--- src/sv/gbhe_pkg.sv ---
`timescale 1ns / 1ps
// ----------------------------------------------------------------------------
// gbhe_pkg
// shared types, codes and defaults for the byte handshake engine
// ----------------------------------------------------------------------------
package gbhe_pkg;

  localparam int RING_DEPTH_DEF = 16;

  localparam logic [2:0] ACT_SAMPLE    = 3'd0;
  localparam logic [2:0] ACT_PUSH      = 3'd1;
  localparam logic [2:0] ACT_PUSH_LAST = 3'd2;
  localparam logic [2:0] ACT_POP       = 3'd3;
  localparam logic [2:0] ACT_TALK      = 3'd4;
  localparam logic [2:0] ACT_LISTEN    = 3'd5;
  localparam logic [2:0] ACT_PASSIVE   = 3'd6;
  localparam logic [2:0] ACT_CLR_END   = 3'd7;

  localparam logic [2:0] ST_OK       = 3'd0;
  localparam logic [2:0] ST_TX_FULL  = 3'd1;
  localparam logic [2:0] ST_RX_EMPTY = 3'd2;
  localparam logic [2:0] ST_BUSY     = 3'd3;
  localparam logic [2:0] ST_OVERFLOW = 3'd4;

  localparam logic [1:0] MODE_PASSIVE = 2'd0;
  localparam logic [1:0] MODE_TX      = 2'd1;
  localparam logic [1:0] MODE_RX      = 2'd2;

  typedef struct packed {
    logic [2:0] action;
    logic [7:0] tx_byte;
    logic       nrfd_line;
    logic       ndac_line;
    logic       dav_line;
    logic       eoi_line;
    logic [7:0] data_line;
  } in_item_t;

  typedef struct packed {
    logic [2:0] status;
    logic [7:0] rx_byte;
    logic       end_seen;
    logic       dav_drive;
    logic       nrfd_drive;
    logic       ndac_drive;
    logic       eoi_drive;
    logic [7:0] data_drive;
    logic       talking;
    logic       tx_done;
    logic       rx_available;
    logic [1:0] mode;
  } out_item_t;

  // classified operation handed from front to back
  typedef struct packed {
    logic is_sample;
    logic is_push;
    logic is_last;
    logic is_pop;
    logic is_talk;
    logic is_listen;
    logic is_passive;
    logic is_clr_end;
  } op_class_t;

  typedef struct packed {
    op_class_t cls;
    in_item_t  item;
  } queue_entry_t;

endpackage

--- src/sv/gbhe_ram.sv ---
`timescale 1ns / 1ps
// ----------------------------------------------------------------------------
// gbhe_ram
// generic single write port ram with one registered read port
// ----------------------------------------------------------------------------
module gbhe_ram #(
  parameter int WIDTH = 8,
  parameter int DEPTH = gbhe_pkg::RING_DEPTH_DEF
) (
  input  logic                     clk,
  input  logic                     we,
  input  logic [$clog2(DEPTH)-1:0] waddr,
  input  logic [WIDTH-1:0]         wdata,
  input  logic [$clog2(DEPTH)-1:0] raddr,
  output logic [WIDTH-1:0]         rdata
);

  logic [WIDTH-1:0] mem [DEPTH];

  always_ff @(posedge clk) begin
    if (we) begin
      mem[waddr] <= wdata;
    end
    rdata <= mem[raddr];
  end

endmodule

--- src/sv/gbhe_front.sv ---
`timescale 1ns / 1ps
// ----------------------------------------------------------------------------
// gbhe_front
// accepts items, classifies the action and queues them for the engine
// ----------------------------------------------------------------------------
module gbhe_front (
  input  logic                    clk,
  input  logic                    rst,
  input  logic                    in_valid,
  output logic                    in_stall,
  input  gbhe_pkg::in_item_t      in_item,
  output logic                    q_valid,
  output gbhe_pkg::queue_entry_t  q_head,
  input  logic                    q_take
);

  gbhe_pkg::queue_entry_t slot [2];
  gbhe_pkg::queue_entry_t new_entry;
  logic [1:0] count;
  logic       rd_ptr;
  logic       wr_ptr;
  logic       push;

  always_comb begin
    new_entry.item = in_item;
    new_entry.cls  = '0;
    unique case (in_item.action)
      gbhe_pkg::ACT_SAMPLE:    new_entry.cls.is_sample  = 1'b1;
      gbhe_pkg::ACT_PUSH:      new_entry.cls.is_push    = 1'b1;
      gbhe_pkg::ACT_PUSH_LAST: begin
        new_entry.cls.is_push = 1'b1;
        new_entry.cls.is_last = 1'b1;
      end
      gbhe_pkg::ACT_POP:       new_entry.cls.is_pop     = 1'b1;
      gbhe_pkg::ACT_TALK:      new_entry.cls.is_talk    = 1'b1;
      gbhe_pkg::ACT_LISTEN:    new_entry.cls.is_listen  = 1'b1;
      gbhe_pkg::ACT_PASSIVE:   new_entry.cls.is_passive = 1'b1;
      default:                 new_entry.cls.is_clr_end = 1'b1;
    endcase
  end

  assign in_stall = (count == 2'd2);
  assign push     = in_valid && !in_stall;
  assign q_valid  = (count != 2'd0);
  assign q_head   = slot[rd_ptr];

  always_ff @(posedge clk) begin
    if (push) begin
      slot[wr_ptr] <= new_entry;
    end
    if (rst) begin
      count  <= 2'd0;
      rd_ptr <= 1'b0;
      wr_ptr <= 1'b0;
    end else begin
      if (push) begin
        wr_ptr <= ~wr_ptr;
      end
      if (q_take) begin
        rd_ptr <= ~rd_ptr;
      end
      count <= count + 2'(push) - 2'(q_take);
    end
  end

  a_no_take_empty: assert property (@(posedge clk) disable iff (rst)
    q_take |-> q_valid) else $error("take from empty queue");
  a_count_range: assert property (@(posedge clk) disable iff (rst)
    count != 2'd3) else $error("queue count out of range");
  a_full_stalls: assert property (@(posedge clk) disable iff (rst)
    (count == 2'd2 && !q_take) |=> in_stall) else $error("full queue not stalled");

endmodule

--- src/sv/gbhe_engine.sv ---
`timescale 1ns / 1ps
// ----------------------------------------------------------------------------
// gbhe_engine
// carries out queued items: rings, talker and listener handshakes, result reg
// ----------------------------------------------------------------------------
module gbhe_engine #(
  parameter int RING_DEPTH = gbhe_pkg::RING_DEPTH_DEF
) (
  input  logic                   clk,
  input  logic                   rst,
  input  logic                   q_valid,
  input  gbhe_pkg::queue_entry_t q_head,
  output logic                   q_take,
  output logic                   out_valid,
  input  logic                   out_stall,
  output gbhe_pkg::out_item_t    out_item
);

  localparam int AW = $clog2(RING_DEPTH);
  localparam logic [AW-1:0] LAST_IDX = AW'(RING_DEPTH - 1);

  function automatic logic [AW-1:0] ring_next(input logic [AW-1:0] i);
    ring_next = (i == LAST_IDX) ? '0 : i + AW'(1);
  endfunction

  logic [1:0]    mode, mode_next;
  logic [AW-1:0] tx_wi, tx_wi_next, tx_ri, tx_ri_next;
  logic          tx_end_pending, tx_end_pending_next;
  logic          tx_running, tx_running_next;
  logic          tx_await_ready, tx_await_ready_next;
  logic          tx_watch_accept, tx_watch_accept_next;
  logic [AW-1:0] rx_wi, rx_wi_next, rx_ri, rx_ri_next;
  logic          rx_end_flag, rx_end_flag_next;
  logic          rx_running, rx_running_next;
  logic          rx_await_release, rx_await_release_next;
  logic          drv_dav, drv_dav_next, drv_nrfd, drv_nrfd_next;
  logic          drv_ndac, drv_ndac_next, drv_eoi, drv_eoi_next;
  logic [7:0]    drv_data, drv_data_next;
  logic [2:0]    prev, prev_next;

  logic          tx_we, rx_we;
  logic [7:0]    tx_ram_q, rx_ram_q, tx_head, rx_head;
  logic          tx_byp, rx_byp;
  logic [7:0]    tx_byp_data, rx_byp_data;
  logic          fire;
  logic          send, send_push;
  logic [7:0]    send_byte;
  logic [2:0]    status;
  logic [7:0]    rxb;
  logic          end_out;
  gbhe_pkg::in_item_t  it;
  gbhe_pkg::op_class_t cls;
  gbhe_pkg::out_item_t res;

  assign it      = q_head.item;
  assign cls     = q_head.cls;
  assign fire    = q_valid && (!out_valid || !out_stall);
  assign q_take  = fire;
  assign tx_head = tx_byp ? tx_byp_data : tx_ram_q;
  assign rx_head = rx_byp ? rx_byp_data : rx_ram_q;

  always_comb begin
    mode_next             = mode;
    tx_wi_next            = tx_wi;
    tx_ri_next            = tx_ri;
    tx_end_pending_next   = tx_end_pending;
    tx_running_next       = tx_running;
    tx_await_ready_next   = tx_await_ready;
    tx_watch_accept_next  = tx_watch_accept;
    rx_wi_next            = rx_wi;
    rx_ri_next            = rx_ri;
    rx_end_flag_next      = rx_end_flag;
    rx_running_next       = rx_running;
    rx_await_release_next = rx_await_release;
    drv_dav_next          = drv_dav;
    drv_nrfd_next         = drv_nrfd;
    drv_ndac_next         = drv_ndac;
    drv_eoi_next          = drv_eoi;
    drv_data_next         = drv_data;
    prev_next             = prev;
    tx_we                 = 1'b0;
    rx_we                 = 1'b0;
    send                  = 1'b0;
    send_push             = 1'b0;
    status                = gbhe_pkg::ST_OK;
    rxb                   = 8'd0;
    end_out               = rx_end_flag;

    if (fire) begin
      if (cls.is_sample) begin
        if (mode == gbhe_pkg::MODE_TX) begin
          if (tx_running) begin
            if (tx_await_ready && prev[0] && !it.nrfd_line) begin
              send = 1'b1;
            end else if (!tx_await_ready && !prev[0] && it.nrfd_line) begin
              tx_watch_accept_next = 1'b1;
            end
          end
          if (tx_watch_accept_next && prev[1] && !it.ndac_line) begin
            tx_watch_accept_next = 1'b0;
            tx_await_ready_next  = 1'b1;
            drv_dav_next         = 1'b0;
          end
        end else if (mode == gbhe_pkg::MODE_RX) begin
          if (!prev[2] && it.dav_line && !rx_await_release) begin
            if (drv_nrfd) begin
              // data arrived before we were ready
              status          = gbhe_pkg::ST_OVERFLOW;
              rx_running_next = 1'b0;
            end else if (rx_running) begin
              drv_nrfd_next         = 1'b1;
              rx_await_release_next = 1'b1;
              rx_we                 = 1'b1;
              if (it.eoi_line) begin
                rx_end_flag_next = 1'b1;
              end
              drv_ndac_next = 1'b0;
            end
          end else if (prev[2] && !it.dav_line && rx_await_release) begin
            rx_await_release_next = 1'b0;
            drv_ndac_next         = 1'b1;
            if (ring_next(rx_wi) == rx_ri) begin
              rx_running_next = 1'b0;
            end else begin
              rx_wi_next    = ring_next(rx_wi);
              drv_nrfd_next = 1'b0;
            end
          end
        end
        prev_next = {it.dav_line, it.ndac_line, it.nrfd_line};
      end else if (cls.is_push) begin
        if (tx_end_pending || ring_next(tx_wi) == tx_ri) begin
          status = gbhe_pkg::ST_TX_FULL;
        end else begin
          tx_we = 1'b1;
          if (cls.is_last) begin
            tx_end_pending_next = 1'b1;
          end
          tx_wi_next = ring_next(tx_wi);
          if (mode == gbhe_pkg::MODE_TX && !tx_running) begin
            tx_running_next     = 1'b1;
            tx_await_ready_next = 1'b1;
            if (!prev[0]) begin
              send      = 1'b1;
              send_push = 1'b1;
            end
          end
        end
      end else if (cls.is_pop) begin
        if (rx_ri == rx_wi) begin
          status = gbhe_pkg::ST_RX_EMPTY;
        end else begin
          rxb        = rx_head;
          rx_ri_next = ring_next(rx_ri);
          if (mode == gbhe_pkg::MODE_RX && !rx_running) begin
            if (drv_nrfd) begin
              rx_wi_next = ring_next(rx_wi);
            end
            rx_running_next = 1'b1;
            drv_nrfd_next   = 1'b0;
          end
        end
      end else if (cls.is_talk) begin
        if (mode != gbhe_pkg::MODE_TX) begin
          rx_running_next       = 1'b0;
          rx_await_release_next = 1'b0;
          drv_dav_next          = 1'b0;
          drv_nrfd_next         = 1'b0;
          drv_ndac_next         = 1'b0;
          drv_eoi_next          = 1'b0;
          tx_wi_next            = '0;
          tx_ri_next            = '0;
          tx_end_pending_next   = 1'b0;
          tx_running_next       = 1'b0;
          tx_watch_accept_next  = 1'b0;
          tx_await_ready_next   = 1'b1;
          mode_next             = gbhe_pkg::MODE_TX;
        end
      end else if (cls.is_listen) begin
        if (mode != gbhe_pkg::MODE_RX) begin
          if (mode == gbhe_pkg::MODE_TX && (tx_ri != tx_wi || drv_dav)) begin
            status = gbhe_pkg::ST_BUSY;
          end else begin
            tx_running_next       = 1'b0;
            tx_watch_accept_next  = 1'b0;
            drv_ndac_next         = 1'b1;
            drv_dav_next          = 1'b0;
            drv_eoi_next          = 1'b0;
            rx_wi_next            = '0;
            rx_ri_next            = '0;
            rx_end_flag_next      = 1'b0;
            end_out               = 1'b0;
            rx_await_release_next = 1'b0;
            rx_running_next       = 1'b1;
            drv_nrfd_next         = 1'b0;
            mode_next             = gbhe_pkg::MODE_RX;
          end
        end
      end else if (cls.is_passive) begin
        tx_running_next       = 1'b0;
        tx_watch_accept_next  = 1'b0;
        rx_running_next       = 1'b0;
        rx_await_release_next = 1'b0;
        drv_nrfd_next         = 1'b1;
        drv_ndac_next         = 1'b1;
        drv_dav_next          = 1'b0;
        drv_eoi_next          = 1'b0;
        mode_next             = gbhe_pkg::MODE_PASSIVE;
      end else begin
        rx_end_flag_next = 1'b0;
      end

      if (send) begin
        // ring head, or the byte written now when the ring was empty
        send_byte = (send_push && tx_ri == tx_wi) ? it.tx_byte : tx_head;
        if (tx_ri != tx_wi_next) begin
          drv_data_next = send_byte;
          tx_ri_next    = ring_next(tx_ri);
          if (tx_end_pending_next && ring_next(tx_ri) == tx_wi_next) begin
            drv_eoi_next        = 1'b1;
            tx_end_pending_next = 1'b0;
          end
          tx_await_ready_next = 1'b0;
          drv_dav_next        = 1'b1;
        end else begin
          tx_running_next = 1'b0;
          drv_eoi_next    = 1'b0;
        end
      end else begin
        send_byte = 8'd0;
      end
    end else begin
      send_byte = 8'd0;
    end

    res.status       = status;
    res.rx_byte      = rxb;
    res.end_seen     = end_out;
    res.dav_drive    = drv_dav_next;
    res.nrfd_drive   = drv_nrfd_next;
    res.ndac_drive   = drv_ndac_next;
    res.eoi_drive    = drv_eoi_next;
    res.data_drive   = (mode_next == gbhe_pkg::MODE_TX) ? drv_data_next : 8'd0;
    res.talking      = (mode_next == gbhe_pkg::MODE_TX);
    res.tx_done      = (tx_ri_next == tx_wi_next) && !drv_dav_next;
    res.rx_available = (rx_ri_next != rx_wi_next);
    res.mode         = mode_next;
  end

  gbhe_ram #(.WIDTH(8), .DEPTH(RING_DEPTH)) u_tx_ram (
    .clk   (clk),
    .we    (tx_we),
    .waddr (tx_wi),
    .wdata (it.tx_byte),
    .raddr (tx_ri_next),
    .rdata (tx_ram_q)
  );

  gbhe_ram #(.WIDTH(8), .DEPTH(RING_DEPTH)) u_rx_ram (
    .clk   (clk),
    .we    (rx_we),
    .waddr (rx_wi),
    .wdata (it.data_line),
    .raddr (rx_ri_next),
    .rdata (rx_ram_q)
  );

  always_ff @(posedge clk) begin
    // forward a write that lands on the head being fetched
    tx_byp      <= tx_we && (tx_wi == tx_ri_next);
    tx_byp_data <= it.tx_byte;
    rx_byp      <= rx_we && (rx_wi == rx_ri_next);
    rx_byp_data <= it.data_line;
    if (fire) begin
      out_item <= res;
    end
    if (rst) begin
      out_valid        <= 1'b0;
      mode             <= gbhe_pkg::MODE_PASSIVE;
      tx_wi            <= '0;
      tx_ri            <= '0;
      tx_end_pending   <= 1'b0;
      tx_running       <= 1'b0;
      tx_await_ready   <= 1'b1;
      tx_watch_accept  <= 1'b0;
      rx_wi            <= '0;
      rx_ri            <= '0;
      rx_end_flag      <= 1'b0;
      rx_running       <= 1'b0;
      rx_await_release <= 1'b0;
      drv_dav          <= 1'b0;
      drv_nrfd         <= 1'b1;
      drv_ndac         <= 1'b1;
      drv_eoi          <= 1'b0;
      drv_data         <= 8'd0;
      prev             <= 3'd0;
    end else begin
      if (fire) begin
        out_valid <= 1'b1;
      end else if (!out_stall) begin
        out_valid <= 1'b0;
      end
      mode             <= mode_next;
      tx_wi            <= tx_wi_next;
      tx_ri            <= tx_ri_next;
      tx_end_pending   <= tx_end_pending_next;
      tx_running       <= tx_running_next;
      tx_await_ready   <= tx_await_ready_next;
      tx_watch_accept  <= tx_watch_accept_next;
      rx_wi            <= rx_wi_next;
      rx_ri            <= rx_ri_next;
      rx_end_flag      <= rx_end_flag_next;
      rx_running       <= rx_running_next;
      rx_await_release <= rx_await_release_next;
      drv_dav          <= drv_dav_next;
      drv_nrfd         <= drv_nrfd_next;
      drv_ndac         <= drv_ndac_next;
      drv_eoi          <= drv_eoi_next;
      drv_data         <= drv_data_next;
      prev             <= prev_next;
    end
  end

  a_release_only_rx: assert property (@(posedge clk) disable iff (rst)
    rx_await_release |-> mode == gbhe_pkg::MODE_RX) else $error("listener active outside rx");
  a_dav_only_tx: assert property (@(posedge clk) disable iff (rst)
    drv_dav |-> mode == gbhe_pkg::MODE_TX) else $error("dav driven outside tx");
  a_talk_mode: assert property (@(posedge clk) disable iff (rst)
    (fire && cls.is_talk) |=> mode == gbhe_pkg::MODE_TX) else $error("talk not taken");
  a_out_held: assert property (@(posedge clk) disable iff (rst)
    (out_valid && out_stall) |=> out_valid && $stable(out_item)) else $error("result lost");

endmodule

--- src/sv/gpib_byte_handshake_engine_unit.sv ---
`timescale 1ns / 1ps
// an accepted item waits in a queue slot, then its result is registered in the engine output register
// throughput: 1 item per cycle while out_stall is low; the engine carries out each action as it takes the item
// the ring heads are prefetched from registered-read rams each cycle
// reset (rst, synchronous): passive mode, rings empty, nrfd and ndac driven
// ----------------------------------------------------------------------------
// gpib_byte_handshake_engine_unit
// ieee-488 source/acceptor byte handshake with transmit and receive rings
// ----------------------------------------------------------------------------
module gpib_byte_handshake_engine_unit #(
  parameter int RING_DEPTH = gbhe_pkg::RING_DEPTH_DEF
) (
  input  logic                clk,
  input  logic                rst,
  input  logic                in_valid,
  output logic                in_stall,
  input  gbhe_pkg::in_item_t  in_item,
  output logic                out_valid,
  input  logic                out_stall,
  output gbhe_pkg::out_item_t out_item
);

  logic                   q_valid;
  logic                   q_take;
  gbhe_pkg::queue_entry_t q_head;

  gbhe_front u_front (
    .clk      (clk),
    .rst      (rst),
    .in_valid (in_valid),
    .in_stall (in_stall),
    .in_item  (in_item),
    .q_valid  (q_valid),
    .q_head   (q_head),
    .q_take   (q_take)
  );

  gbhe_engine #(.RING_DEPTH(RING_DEPTH)) u_engine (
    .clk       (clk),
    .rst       (rst),
    .q_valid   (q_valid),
    .q_head    (q_head),
    .q_take    (q_take),
    .out_valid (out_valid),
    .out_stall (out_stall),
    .out_item  (out_item)
  );

endmodule

--- config.mk ---
export PLATFORM = sky130hd
export DESIGN_NAME = gpib_byte_handshake_engine_unit
export DESIGN_NICKNAME = d
export VERILOG_FILES = /design/src/sv/gbhe_pkg.sv /design/src/sv/gbhe_ram.sv /design/src/sv/gbhe_front.sv /design/src/sv/gbhe_engine.sv /design/src/sv/gpib_byte_handshake_engine_unit.sv
export SDC_FILE = /design/constraint.sdc
export NUM_CORES = 1
export LEC_CHECK = 0
export BUFFER_PORTS_ARGS = -buffer_cell sky130_fd_sc_hd__buf_4
export CAP_MARGIN = 0
export CORE_MARGIN = 1.5
export CORE_UTILIZATION = 30
export DETAILED_ROUTE_END_ITERATION = 10
export PLACE_DENSITY = 0.48
export SYNTH_ARGS = -nofsm -noshare
export SYNTH_HDL_FRONTEND = slang
export SYNTH_SLANG_ARGS = --single-unit
--- constraint.sdc ---
create_clock -name clk -period 3.6 [get_ports clk]
set_clock_uncertainty 0.1 [all_clocks]
set_input_delay 0.54 -clock clk [delete_from_list [all_inputs] [get_ports clk]]
set_output_delay 0.54 -clock clk [all_outputs]
set_load 0.02 [all_outputs]
==> flow_summary_export.csv <==
group,metric,value,unit
outcome,status,"finished, violations left",
outcome,violations,"DRC, setup timing",
synthesis,yosysSeqAreaShare,65.6,%
synthesis,avgSynthCellArea,12.6,um2
critical_path,crit_path_top_delay_cell,"dfxtp_4",
placement,place_congestion,0.837,
layout,diodes,0,
critical_path,end_kind,"flip-flop",
routing,wl_met3,2010,um
critical_path,critical_path_required,3.97,ns
timing,slew_viol_final,0,
clock_tree,cts_tree,"done",
critical_path,r2r-start,"u_engine.tx_wi[0]$_SDFF_PP0_",
layout,n_fill_cell,5669,
placement,dpl_cell_area,20400,um2
critical_path,reg2reg_slack,-0.06,ns
routing,met2_wirelength,22500,um
worst_hold_path,hp-class,"in2reg",
timing,worstMarginPinSlew,0.995,ns
critical_path,crit_top_cell,"buf_12",
floorplanning,die_x,248,um
layout,areaGrowthSynthToFinish,25.1,%
placement,dp_hpwl,31800,um
clock_tree,h-tree-depth,2,
clock_tree,cts.clk_slew.worst_paths,0.06,ns
timing,setup_ws,-0.0626,ns
critical_path,startpoint,"u_engine.tx_wi[0]$_SDFF_PP0_",
timing,relSlewSlack,33.5,%
routing,num_vias,12100,
grt,antenna_found_initial,2,
layout,final_common_cell,"edfxtp_1",
critical_path,cp_cell_sequence,"ha_4 > buf_4 > buf_6 > xnor2_4 > a211o_4 > o211a_4 > o21a_1 > o211ai_2 > o21ai_2 > buf_12 > a32o_2 > buf_12 > clkbuf_16 > a2111o_1 > a41oi_2 > nor3_2",
layout,nets,1656,
critical_path,critPathMaxFanout,7,
job,drv_cap,0,
timing,layout_min_cycle_time,3.66,ns
floorplanning,core_area,59100,um2
synthesis,synth_cell_types,73,
routing,drt.antenna.violating_nets,0,
critical_path,startpoint_type,"flip-flop",
clock_tree,root_buffer,"clkbuf_16",
layout,final_cell_mix,"edfxtp_1, buf_4, nand2_1",
routing,wl_met1,22500,um
routing,drc,8,
floorplanning,die_y,248,um
grt,grt_pass1_vias,12000,
grt,grtUsageTotal,15.3,%
synthesis,synth_seq_cells,419,
timing,hold_slack,0.0376,ns
layout,drive_gt1_share,24.8,%
synthesis,synth_edf_count,339,
critical_path,max_stage_delay,0.37,ns
routing,wl,48000,um
routing,first_pass_iters,8,
routing,via_per_inst,4.97,
synthesis,yosys_warnings,0,
routing,top_layer,"met5",
clock_tree,clock_latency,0.59,ns
routing,first_iter_violations,885,
floorplanning,rows,89,
clock_tree,cts_max_path_buffers,3,
floorplanning,dieArea,61400,um2
placement,numPortBuffers,57,
synthesis,async_flop_share,0,%
timing,min_period_over_period,102,%
routing,routedWlPerCell,19.8,um
critical_path,worst_path_dominant_cell_family,"compound AO/OA/AOI/OAI gates",
layout,stdcell_area,22500,um2
power_and_ir_drop,p_leak,7.86,nW
floorplanning,io_pins,58,
timing,grt_setup_unrepaired,"true",
clock_tree,clock-sinks,419,
grt,grt-ovfl-total,0,
clock_tree,cts_inserted_buffers,46,
critical_path,worst-path-buf-inv,5,
timing,setup_violations,7,
power_and_ir_drop,peakVddDrop,0.427,mV
timing,fmax,0.273,GHz
synthesis,synthesis.nets,1465,
grt,grt_pass1_wl,72200,um
synthesis,syn_area,18000,um2
synthesis,yosys_most_used_dff,"edfxtp_1",
floorplanning,start_util,30.4,%
grt,grt_max_degree,38,
critical_path,critPathKind,"reg2reg",
timing,hold_violations,0,
worst_hold_path,hold_start,"in_item[4]",
power_and_ir_drop,pwr_density_cell,617,nW/um2
synthesis,syn_inst,1426,
critical_path,cp.arrival,4.03,ns
-- layer usage --
layer	vias up	track usage (%)
met5	-	0
met4	4	4.03
met3	67	2.39
met2	262	24.9
met1	5963	21.3
li1	5767	-
-- through the flow --
| step | util (%) | std cells | TNS (ns) | setup slack [ns] | power [mW] |
|---|---|---|---|---|---|
| CTS | 37.4 | 2414 | -0.151 | -0.0295 | 14.0 |
| global route | 38.0 | 2426 | -1.38 | -0.174 | 14.5 |
| floorplan | - | 1426 | 0 | 0.0313 | 7.93 |
| global placement | 34.5 | 2324 | -1.17 | -0.149 | 9.24 |
| detailed placement | 34.5 | 2324 | -1.92 | -0.198 | 9.28 |
| finish | 38.0 | 2426 | -0.172 | -0.0626 | 13.9 |
-- power by group --
group | switching, mW | total [mW] | leakage [nW] | internal, mW
sequential | 0.177 | 6.19 | 3.75 | 6.02
combinational | 1.98 | 3.06 | 3.38 | 1.08
clock | 1.97 | 4.61 | 0.725 | 2.64
total | 4.13 | 13.9 | 7.86 | 9.74
-- timing repair --
item                                    4_1_cts  5_1_grt
pin swaps                                    31       24
hold buffers                                  0        0
endpoints found under the setup margin       21       69
setup buffers                                 5        5
gates resized for setup                      33       45
cloned                                        1        7
-- worst paths after layout --
| path | end | depth (start not counted) |
|---|---|---|
| worst max-delay path | u_engine.u_tx_ram.rdata[1]$_DFF_P_ | 16 |
| worst min register to register | u_engine.rx_end_flag$_SDFFE_PP0P_ | 2 |
| worst min-delay path | u_front.slot[1][4]$_DFFE_PP_ | 1 |
| worst max register to register | u_engine.u_tx_ram.rdata[1]$_DFF_P_ | 16 |
-- cells in the mapped netlist (all sizes together) (3+ instances only) --
| library cell | instances | share of area [%] |
|---|---|---|
| a211oi | 77 | 3.2 |
| o211a | 3 | 0.17 |
| nor4 | 5 | 0.17 |
| o22ai | 3 | 0.14 |
| nor2b | 5 | 0.17 |
| a21oi | 40 | 1.1 |
| a311oi | 13 | 0.63 |
| a32o | 17 | 0.95 |
| xor2 | 9 | 0.44 |
| a311o | 8 | 0.45 |
| or2 | 5 | 0.17 |
| o31ai | 3 | 0.13 |
| and2 | 32 | 1.1 |
| dfxtp | 80 | 8.9 |
| clkbuf | 59 | 1.2 |
| o21ai | 39 | 1.1 |
| o211ai | 15 | 0.65 |
| buf | 35 | 1.2 |
| and3b | 3 | 0.15 |
| a32oi | 3 | 0.19 |
| nand2 | 165 | 3.4 |
| xnor2 | 29 | 1.4 |
| or3 | 4 | 0.14 |
| o21a | 5 | 0.21 |
| mux2 | 22 | 1.4 |
| nand3 | 27 | 0.75 |
| a21o | 5 | 0.21 |
| nor3b | 4 | 0.17 |
| nor3 | 30 | 0.86 |
| a41oi | 9 | 0.44 |
| nor4b | 3 | 0.15 |
| mux2i | 49 | 2.7 |
| and3 | 8 | 0.28 |
| a31oi | 20 | 0.70 |
| edfxtp | 339 | 57 |
| inv | 51 | 1.1 |
| nor2 | 116 | 2.4 |
| a22oi | 6 | 0.25 |
| nand4 | 6 | 0.21 |
| ha | 12 | 0.84 |
| a2111o | 32 | 2.0 |
| nand2b | 8 | 0.28 |
-- registers in the layout, indices dropped and copies added (netlist names), 8 cells and up, named ones only --
signal / cells
u_engine.u_rx_ram.mem: 128
u_engine.u_tx_ram.mem: 128
u_front.slot: 54
u_engine.out_item: 29
u_engine.drv_data: 8
u_engine.rx_byp_data: 8
u_engine.tx_byp_data: 8
u_engine.u_rx_ram.rdata: 8
u_engine.u_tx_ram.rdata: 8
-- layout make-up --
cell class,count,area (um2),area share [%]
sequential,419,11800,52.5
multi-input combinational,865,5970,26.6
timing repair buffer,234,2070,9.21
clock buffer,60,1260,5.63
tap,773,967,4.30
clock inverter,24,221,0.985
inverter,51,191,0.852
-- kinds of logic (layout without fill, tap and decap cells) --
group | count (synthesis) | count (layout) | share of synthesized area [%]
AND/OR/NAND/NOR | 425 | 428 | 10.7
flip-flops | 419 | 419 | 65.6
AO/OA/AOI/OAI | 316 | 316 | 13.4
buffers and inverters | 145 | 369 | 3.52
multiplexers | 71 | 71 | 4.11
XOR/XNOR | 38 | 38 | 1.85
adder cells (fa/ha/maj) | 12 | 12 | 0.836
(Power assumes the default switching activity.)
